[src/design/c12_pkg.sv]
package c12_pkg;

	// Frame limits and CRC constants.
	localparam int          MAX_FRAME     = 4096;
	localparam logic [16:0] PAY_LIMIT     = 17'(MAX_FRAME - 2);
	localparam logic [12:0] POS_MAX       = 13'h1FFF;
	localparam logic [11:0] MAX_LEN_RESET = 12'd4094;
	localparam logic [11:0] CRC_POLY      = 12'h80F;

	// Status codes reported with the last byte of a frame.
	localparam logic [1:0] STATUS_OK       = 2'd0;
	localparam logic [1:0] STATUS_MISMATCH = 2'd1;
	localparam logic [1:0] STATUS_SHORT    = 2'd2;
	localparam logic [1:0] STATUS_LONG     = 2'd3;

	typedef enum logic [1:0] {
		KIND_HDR0,
		KIND_HDR1,
		KIND_PAYLOAD
	} c12_kind_t;

	// A classified byte on its way from the front end to the back end.
	typedef struct packed {
		c12_kind_t   kind;
		logic [7:0]  data;
		logic        last;
		logic        over;
	} c12_item_t;

	typedef struct packed {
		logic [7:0] payload_byte;
		logic       payload_valid;
		logic       frame_end;
		logic [1:0] frame_status;
		logic [3:0] message_type;
	} c12_result_t;

	// One byte through the CRC-12, most significant bit first.
	function automatic logic [11:0] crc_byte(logic [11:0] crc, logic [7:0] b);
		logic [11:0] c;
		c = crc ^ {b, 4'b0000};
		for (int i = 0; i < 8; i++) begin
			c = c[11] ? ({c[10:0], 1'b0} ^ CRC_POLY) : {c[10:0], 1'b0};
		end
		return c;
	endfunction

endpackage

[src/design/c12_back.sv]
module c12_back (
	input  logic                 clk,
	input  logic                 arst_n,
	input  logic                 pop,
	input  c12_pkg::c12_item_t   item,
	output c12_pkg::c12_result_t result
);

	logic [7:0]  hhigh_q;
	logic [3:0]  rtype_q;
	logic [11:0] rcheck_q;
	logic [11:0] crc_q;

	logic [7:0]  hhigh_d;
	logic [3:0]  rtype_d;
	logic [11:0] rcheck_d;
	logic [11:0] crc_d;

	always_comb begin
		hhigh_d  = hhigh_q;
		rtype_d  = rtype_q;
		rcheck_d = rcheck_q;
		crc_d    = crc_q;
		result   = '0;
		unique case (item.kind)
			c12_pkg::KIND_HDR0: begin
				hhigh_d = item.data;
			end
			c12_pkg::KIND_HDR1: begin
				rcheck_d = {hhigh_q, item.data[7:4]};
				rtype_d  = item.data[3:0];
				crc_d    = c12_pkg::crc_byte(12'd0, {4'b0000, item.data[3:0]});
			end
			c12_pkg::KIND_PAYLOAD: begin
				crc_d                = c12_pkg::crc_byte(crc_q, item.data);
				result.payload_byte  = item.data;
				result.payload_valid = 1'b1;
			end
			default: begin
				hhigh_d = hhigh_q;
			end
		endcase
		result.message_type = rtype_d;
		result.frame_end    = item.last;
		if (item.last) begin
			priority if (item.kind == c12_pkg::KIND_HDR0) begin
				result.frame_status = c12_pkg::STATUS_SHORT;
			end else if (item.over) begin
				result.frame_status = c12_pkg::STATUS_LONG;
			end else if (crc_d != rcheck_d) begin
				result.frame_status = c12_pkg::STATUS_MISMATCH;
			end else begin
				result.frame_status = c12_pkg::STATUS_OK;
			end
		end
	end

	always_ff @(posedge clk or negedge arst_n) begin
		if (!arst_n) begin
			hhigh_q  <= '0;
			rtype_q  <= '0;
			rcheck_q <= '0;
			crc_q    <= '0;
		end else if (pop) begin
			if (item.last) begin
				hhigh_q  <= '0;
				rtype_q  <= '0;
				rcheck_q <= '0;
				crc_q    <= '0;
			end else begin
				hhigh_q  <= hhigh_d;
				rtype_q  <= rtype_d;
				rcheck_q <= rcheck_d;
				crc_q    <= crc_d;
			end
		end
	end

endmodule

[config.mk]
export PLATFORM = sky130hd
export DESIGN_NAME = c12_back
export DESIGN_NICKNAME = d
export VERILOG_FILES = /design/src/design/c12_pkg.sv /design/src/design/c12_back.sv
export SDC_FILE = /design/constraint.sdc
export NUM_CORES = 1
export LEC_CHECK = 0
export ABC_CLOCK_PERIOD_IN_PS = 7300
export BUFFER_PORTS_ARGS = -buffer_cell sky130_fd_sc_hd__buf_2
export CAP_MARGIN = 20
export CORE_UTILIZATION = 25
export DETAILED_ROUTE_END_ITERATION = 6
export PLACE_DENSITY_LB_ADDON = 0.12
export SLEW_MARGIN = 25
export SYNTH_ARGS = -nofsm -noshare
export SYNTH_HDL_FRONTEND = slang
export SYNTH_SLANG_ARGS = --single-unit
[constraint.sdc]
create_clock -name clk -period 7.3 [get_ports clk]
set_clock_uncertainty 0.05 [all_clocks]
set_input_delay 1.46 -clock clk [delete_from_list [all_inputs] [get_ports clk]]
set_output_delay 1.46 -clock clk [all_outputs]
set_load 0.05 [all_outputs]
== Word-level counts from Yosys, hierarchy flattened ==
Cells that the tools add are included.

* Bits in registers: 36
* Bits in latches: 0
* RAM bits: 0
* ROM bits: 0
* Output and inout bits: 16
* Word-level logic and storage cells: 48
* Memories: 0

* $add $sub $neg: 0
* $mul: 0
* Div/mod/pow operators: 0
* Order comparisons: 0
* Eq/ne operators: 3
* Shift-type cells: 0
* Muxes and demuxes: 25
* Bitwise operators: 13
* Reduce and logical (&&, ||, !) cells: 3

{| class="wikitable"
|+ Operators with widths
! operator !! number
|-
| $mux W12 || 15
|-
| $not A5 Y5 || 12
|-
| $pmux W12 S2 || 1
|-
| $mux W8 || 2
|-
| $ne A12 B12 Y1 || 1
|-
| $xor A12 B12 Y12 || 1
|-
| $mux W9 || 1
|-
| $mux W4 || 2
|-
| $mux W2 || 3
|-
| $eq A2 B1 Y1 const B || 1
|-
| $eq A2 B2 Y1 const B || 1
|-
| $logic_not A2 Y1 || 1
|-
| $reduce_and A2 Y1 || 1
|-
| $reduce_bool A2 Y1 || 1
|-
| $mux W1 || 1
|}

== Longest topological paths before layout ==
Gate-level depths: netlist of run 1.

* Depth in word-level cells: 23
* Gate-level depth with buffers: 11
* Depth with buffers taken out: 10

== Worst setup path before layout of run 1 ==
OpenSTA, ideal clock, no wires.

* Path type: input to output
* Start point: in item[11] (netlist bit)
* End point: out result[4] (netlist bit)
* Arrival: 3.865 ns
* Required time: 5.790 ns
* Path slack: 1.925 ns
* Stages: 10
* Buffers on the path: 2
* Path through: inv_1 -> ha_1 -> buf_1 -> clkbuf_1 -> nand2_1 -> a21boi_0 -> a21oi_1 -> xnor2_1 -> nor4_1 -> a41oi_1

{| class="wikitable"
|+ RTL lines
! item !! RTL line !! source
|-
| start: declaration || c12_back.sv:5 || <nowiki>input c12_pkg::c12_item_t item,</nowiki>
|-
| end: declaration || c12_back.sv:6 || <nowiki>output c12_pkg::c12_result_t result</nowiki>
|}

==> results by group, run 1 <==
Run status
  – Outcome: completed

Clock tree
  – TritonCTS Buffers: 5
  – Setup bufs post-CTS: 0
  – CTS tree: yes
  – Hold buffer count at cts: 0
  – Root buffer cell: clkbuf_8
  – Post-CTS Resized: 0
  – Clock-pin transition on the worst setup and hold timing paths: 80 ps
  – Clock Sinks: 36
  – Clk buf depth: 2
  – Worst-skew pair later-pin latency: 310 ps
  – H-tree levels: 2

Setup path
  – RR Endpoint: crc_q[0]
  – Reg2reg start: crc_q[4]
  – R2R Setup Slk: 4970 ps
  – Crit path launch type: input pin
  – CP max FO: 28
  – Critical Path RT: 5790 ps
  – Crit Path Class: in2out
  – R2r worst-path depth: 8
  – CP endpoint kind: output pin
  – Critical path arrival: 4300 ps

Timing
  – Final setup vio count: 0
  – Hold Vio Cnt, Final: 0
  – Final Max Tran Viols: 0
  – Fin crit period: 5810 ps
  – WHS: 446 ps
  – Unrepaired setup endpoints after global routing: false
  – TNS Setup: 0 ps
  – Maximum clock frequency: 172 MHz
  – Worst Max-Slew Pin Slew: 996 ps
  – Slew margin rel.: 32.9%
  – Final worst-path cycle share: 79.7%

Synthesis
  – Post-synth cell types: 41
  – Avg Cell Area, Syn: 9.27 um2
  – Most instantiated cells after synthesis: dfrtp_1 (36), nand2_1 (35), o21ai_0 (22)
  – Async set-reset flop share out of synthesis: 100%
  – Netlist Area Pre-Place: 0.00234 mm2
  – Yosys top cell area share: 38.4%
  – Mapped Nets: 271
  – Ys Warns: 0
  – Sequential area share after synthesis: 38.4%
  – EDFF count, synth: 0
  – Register bit count reported by yosys: 36
  – Syn Inst Count: 253
  – Area leader, netlist: dfrtp_1
  – Most common cell in the netlist: dfrtp_1
  – Largest cells by area after synthesis: dfrtp_1 (38%), xnor2_1 (7.8%), a22o_1 (6.7%)
  – Ys flop type: dfrtp_1

GRT
  – Largest net degree at the start of global routing: 37
  – Initial antenna violation count: 0
  – Number of global-route vias before repair: 1823
  – Total congestion overflow: 0
  – Total track usage: 15.1%
  – First-pass GRT wire length: 10900 um

Final layout
  – Fin cells: 387
  – Layout Nets: 296
  – Share of layout cells above drive strength 1: 17.9%
  – Multi-input logic area: 0.00133 mm2
  – Seq. cell area: 901 um2
  – Area growth, synth to finish: 14.8%
  – Ant diodes: 0
  – # fillers: 931

Floorplanning
  – Initial Util: 26.4%
  – CORE AREA: 0.00889 mm2
  – Die ar.: 0.00977 mm2
  – Top Ports: 31
  – Die W: 98.8 um
  – Die Span Y: 98.8 um
  – Std-Cell Rows: 34

Power
  – Leak pwr: 0.00121 uW
  – Gate power share: 31.2%
  – Sw Pwr: 206 uW
  – Register share of total power: 37.7%
  – P_int: 388 uW
  – P per Cell Area: 220 mW/mm2
  – Clock share of power: 31.0%
  – Sw frac: 34.6%
  – Worst vdd ir: 0.0000673 V

Routing
  – Vias per inst: 4.85
  – Post-route ant nets: 0
  – Vias: 1877
  – Post-Route WL: 6970 um
  – DR pass1 iterations: 4
  – Starting DRC count in detailed routing: 76
  – Routed wire per std cell: 18.0 um
  – # DRC: 0

Hold path
  – Worst hold path type: reg2reg
  – Hold wc startpoint: rcheck_q[3]
  – Hold depth: 2
  – Hold Path End: rcheck_q[3]

Flow run
  – Max_cap viols: 0

Placed design
  – Port bufs: 30
  – DP Wirelength: 5070 um
  – Gpl congestion: 0.824
  – Dpl cells: 379
-- per-layer routing --
metal,wire length [um],vias up,part of all wire (%),GRT usage [%]
met5,0,-,0,0
met4,48,0,0.69,2.76
met3,243,5,3.5,3.48
met2,3170,37,45,23.7
met1,3510,914,50,21.4
li1,-,921,-,-
-- how the worst max path moves through the flow --
| stage | startpoint | to | slack (ps) |
|---|---|---|---|
| after floorplan | item[11] | result[4] | 1930 |
| after global placement | item[10] | result[4] | 1540 |
| after detailed placement | item[10] | result[4] | 1530 |
| after CTS | item[10] | result[4] | 1500 |
| after global routing | item[10] | result[4] | 1170 |
| final | item[10] | result[4] | 1490 |
-- state kept, by name, summed over array words and instances, names as in the netlist --
name,cells
crc_q,12
rcheck_q,12
hhigh_q,8
rtype_q,4
-- worst max-delay path, cell delays in order --
cell and delay (ps):
buf_2 90, inv_1 50, ha_1 810, nand2_1 160, o22ai_1 240, xnor2_1 110
a2111oi_0 460, o21ai_0 160, nor4_1 340, a41oi_1 160, buf_2 240
-- cell type report --
class | count | share of cell area (%)
multi-input cells | 190 | 49.4
flip-flops and latches | 36 | 33.5
repair buffers | 33 | 6.41
well taps | 108 | 5.02
clock buffers | 6 | 2.70
inverters | 12 | 1.67
clock inverters | 2 | 1.30
-- kinds of logic (layout without fill, tap and decap cells) --
family                     Yosys count  in the layout  share of synthesized area (%)
muxes                               13             13                           5.60
buffers and inverters               27             53                           4.80
xor gates and xnor gates            39             39                           16.5
DFF                                 36             36                           38.4
and+or+nand+nor                     63             63                           12.2
adders and majority gates            3              3                           1.60
AOI/OAI and AO/OA                   72             72                           20.9
-- power by group through the flow --
stage	sequential [uW]	clock [uW]	combinational, uW
after global routing	226	194	204
after CTS	224	188	187
final	224	184	185
after floorplan	224	0	142
after global placement	228	0	187
after detailed placement	227	0	186
-- layout by cell type, fill, tap and decap left out, drive strengths merged, types with 3 or more instances in the layout --
| cell | Yosys | routed |
|---|---|---|
| mux2i | 12 | 12 |
| xnor2 | 21 | 21 |
| o22ai | 7 | 7 |
| ha | 3 | 3 |
| and2 | 11 | 11 |
| clkbuf | 8 | 6 |
| a22o | 19 | 19 |
| dfrtp | 36 | 36 |
| buf | 7 | 33 |
| xor2 | 17 | 17 |
| nand2b | 3 | 3 |
| a21oi | 7 | 7 |
| nand2 | 35 | 35 |
| nor2 | 10 | 10 |
| inv | 12 | 12 |
| o21ai | 24 | 24 |
-- metrics by stage --
stage | setup slack, ps | util (%) | total power (uW) | area [um2]
detailed placement | 1530 | 29.1 | 414 | 2580
finish | 1490 | 30.3 | 594 | 2690
floorplan | 1930 | - | 366 | 2340
global placement | 1540 | 29.1 | 415 | 2580
CTS | 1500 | 30.3 | 599 | 2690
global route | 1170 | 30.3 | 625 | 2690
No activity file was read; power rests on OpenSTA's default activity.
==> run 2: changes to the inputs <==
Settings changed: ABC_CLOCK_PERIOD_IN_PS 7300 to 5500.
Clock period 7.3 ns to 5.5 ns, I/O delays scaled along.
==> run 2 against run 1 <==
Global-route usage down 0.19 points. Sequential share of layout area barely moved. Core utilization barely moved. Cell count is 0.26% higher. First-iteration DRC count is 17% higher. Clock-buffer cell count grew 1. Register-to-register slack got worse by 1700 ps. Clock power up 15%. Non-clock buffer count is 2 higher. Critical path type unchanged. Critical endpoint unchanged. Largest cell class unchanged.
==> results by group, run 2 (same netlist as run 1, synthesis figures left out) <==
Run status
  – Outcome: completed

GRT
  – Largest net degree at the start of global routing: 37 (unchanged)
  – Total congestion overflow: 0 (unchanged)
  – Total track usage: 14.9% (-0.19 points)
  – Number of global-route vias before repair: 1866 (+2.4%)
  – First-pass GRT wire length: 10900 um (-0.18%)
  – Initial antenna violation count: 0 (unchanged)

Timing
  – Final setup vio count: 0 (unchanged)
  – WHS: 450 ps (+4.26 ps)
  – Hold Vio Cnt, Final: 0 (unchanged)
  – Worst Max-Slew Pin Slew: 854 ps (-142 ps)
  – Final worst-path cycle share: 88.3%
  – Unrepaired setup endpoints after global routing: false
  – Slew margin rel.: 43.0% (+10 points)
  – TNS Setup: 0 ps (unchanged)
  – Final Max Tran Viols: 0 (unchanged)
  – Maximum clock frequency: 206 MHz
  – Fin crit period: 4860 ps

Routing
  – Vias per inst: 4.90 (+1.1%)
  – Starting DRC count in detailed routing: 89 (+17%)
  – # DRC: 0 (unchanged)
  – Routed wire per std cell: 17.7 um (-1.9%)
  – DR pass1 iterations: 4 (unchanged)
  – Post-route ant nets: 0 (unchanged)
  – Post-Route WL: 6850 um (-1.6%)
  – Vias: 1902 (+1.3%)

Setup path
  – CP delay by family, top: compound AO/OA/AOI/OAI gates
  – CP max FO: 12 (-57%)
  – Largest stage delay, worst path: 560 ps (-250 ps)
  – Crit path launch type: input pin
  – Critical Path RT: 4350 ps (-1440 ps)
  – Critical path's most frequent cell: buf_2
  – CP endpoint kind: output pin
  – R2R Setup Slk: 3250 ps (-1720 ps)
  – RR Endpoint: crc_q[0]
  – Worst Path Buf+Inv: 3 (unchanged)
  – Crit Path Class: in2out
  – Reg2reg start: crc_q[4]
  – Crit path max-delay cell type: ha_1
  – Critical path arrival: 3710 ps (-590 ps)
  – R2r worst-path depth: 8 (unchanged)
  – Crit path cell chain: buf_2, inv_1, ha_1, mux2i_1, xor2_1, a2111oi_0, o21ai_0, nor4_1, a41oi_1, buf_2

Final layout
  – Most frequent cells in the layout: dfrtp_1 (36), nand2_1 (35), buf_2 (30), o21ai_0 (22), xnor2_1 (21)
  – Layout Nets: 298 (+0.68%)
  – Ant diodes: 0 (unchanged)
  – # fillers: 943 (+1.3%)
  – Commonest non-fill, non-tap cell in the layout: dfrtp_1
  – Area growth, synth to finish: 15.0%
  – Largest registers: crc_q x12, rcheck_q x12, hhigh_q x8
  – Share of layout cells above drive strength 1: 18.6% (+0.65 points)
  – Final instance area: 0.00270 mm2 (+0.14%)
  – Fin cells: 388 (+0.26%)
  – Final Core Density: 30.3% (+0.042 points)

Clock tree
  – Setup bufs post-CTS: 0 (unchanged)
  – CTS tree: yes
  – Clock-pin transition on the worst setup and hold timing paths: 70 ps (about the same)
  – Clk buf depth: 2 (unchanged)
  – Root buffer cell: clkbuf_8
  – TritonCTS Buffers: 5 (unchanged)
  – Clock Sinks: 36 (unchanged)
  – H-tree levels: 2 (unchanged)
  – Worst-skew pair later-pin latency: 290 ps (-20 ps)
  – Post-CTS Resized: 0 (unchanged)
  – Hold buffer count at cts: 0 (unchanged)

Hold path
  – Worst hold path type: reg2reg
  – Hold depth: 1 (-1)
  – Hold Path End: rcheck_q[8]
  – Hold wc startpoint: rcheck_q[8]

Placed design
  – Post-DP Area: 0.00260 mm2 (+0.58%)
  – Port bufs: 30 (unchanged)
  – Gpl congestion: 0.800 (-2.9%)
  – Dpl cells: 381 (+0.53%)
  – DP Wirelength: 5130 um (+1.0%)

Floorplanning
  – Die W: 98.8 um (unchanged)
  – Die ar.: 0.00977 mm2 (unchanged)
  – CORE AREA: 0.00889 mm2 (unchanged)
  – Die Span Y: 98.8 um (unchanged)
  – Top Ports: 31 (unchanged)
  – Std-Cell Rows: 34 (unchanged)
  – Initial Util: 26.4% (unchanged)

Power
  – Leak pwr: 0.00121 uW (+0.42%)
  – Worst vdd ir: 0.000111 V (+65%)
  – P per Cell Area: 281 mW/mm2 (+27%)

Flow run
  – Max_cap viols: 0 (unchanged)
-- run 2: cell types whose count changed in the layout (fill, tap and decap cells not counted), sizes merged --
cell,delta
buf,+2
bufinv,-1
clkbuf,+1
clkinv,-1
-- run 2: how the worst max path moves through the flow --
stage / startpoint / end / slack (ps) / depth (start not counted)
floorplan: item[11] / result[4] / 850 / 10
global placement: item[11] / result[4] / 700 / 10
detailed placement: item[11] / result[4] / 640 / 10
CTS: item[11] / result[4] / 620 / 10
global route: item[11] / result[4] / 470 / 10
finish: item[11] / result[4] / 640 / 10
-- run 2: through the flow --
step,power [uW],setup slack [ps]
6_report,757,643
5_1_grt,804,467
4_1_cts,767,615
3_5_place_dp,552,636
3_3_place_gp,554,705
2_1_floorplan,486,845
-- run 2: layer usage --
layer | GRT usage, % | vias up | wire, um
met2 | 23.4 | 39 | 3170
met3 | 2.62 | 4 | 233
met5 | 0 | - | 0
met1 | 21.5 | 938 | 3410
met4 | 3.10 | 0 | 46
li1 | - | 921 | -
-- run 2: final cells by class --
class | instances | area (um2) | share of cell area [%]
multi-input combinational | 190 | 1330 | 49.4
timing repair buffer | 35 | 188 | 6.96
inverter | 12 | 45.0 | 1.67
clock buffer | 7 | 96.3 | 3.57
sequential | 36 | 901 | 33.4
tap | 108 | 135 | 5.01
-- run 2: power breakdown --
part | internal, uW | leakage (uW) | total, uW | switching, uW
Clock | 112 | 0.0000503 | 212 | 100
Sequential | 281 | 0.000493 | 297 | 16.0
Combinational | 100 | 0.000668 | 248 | 148
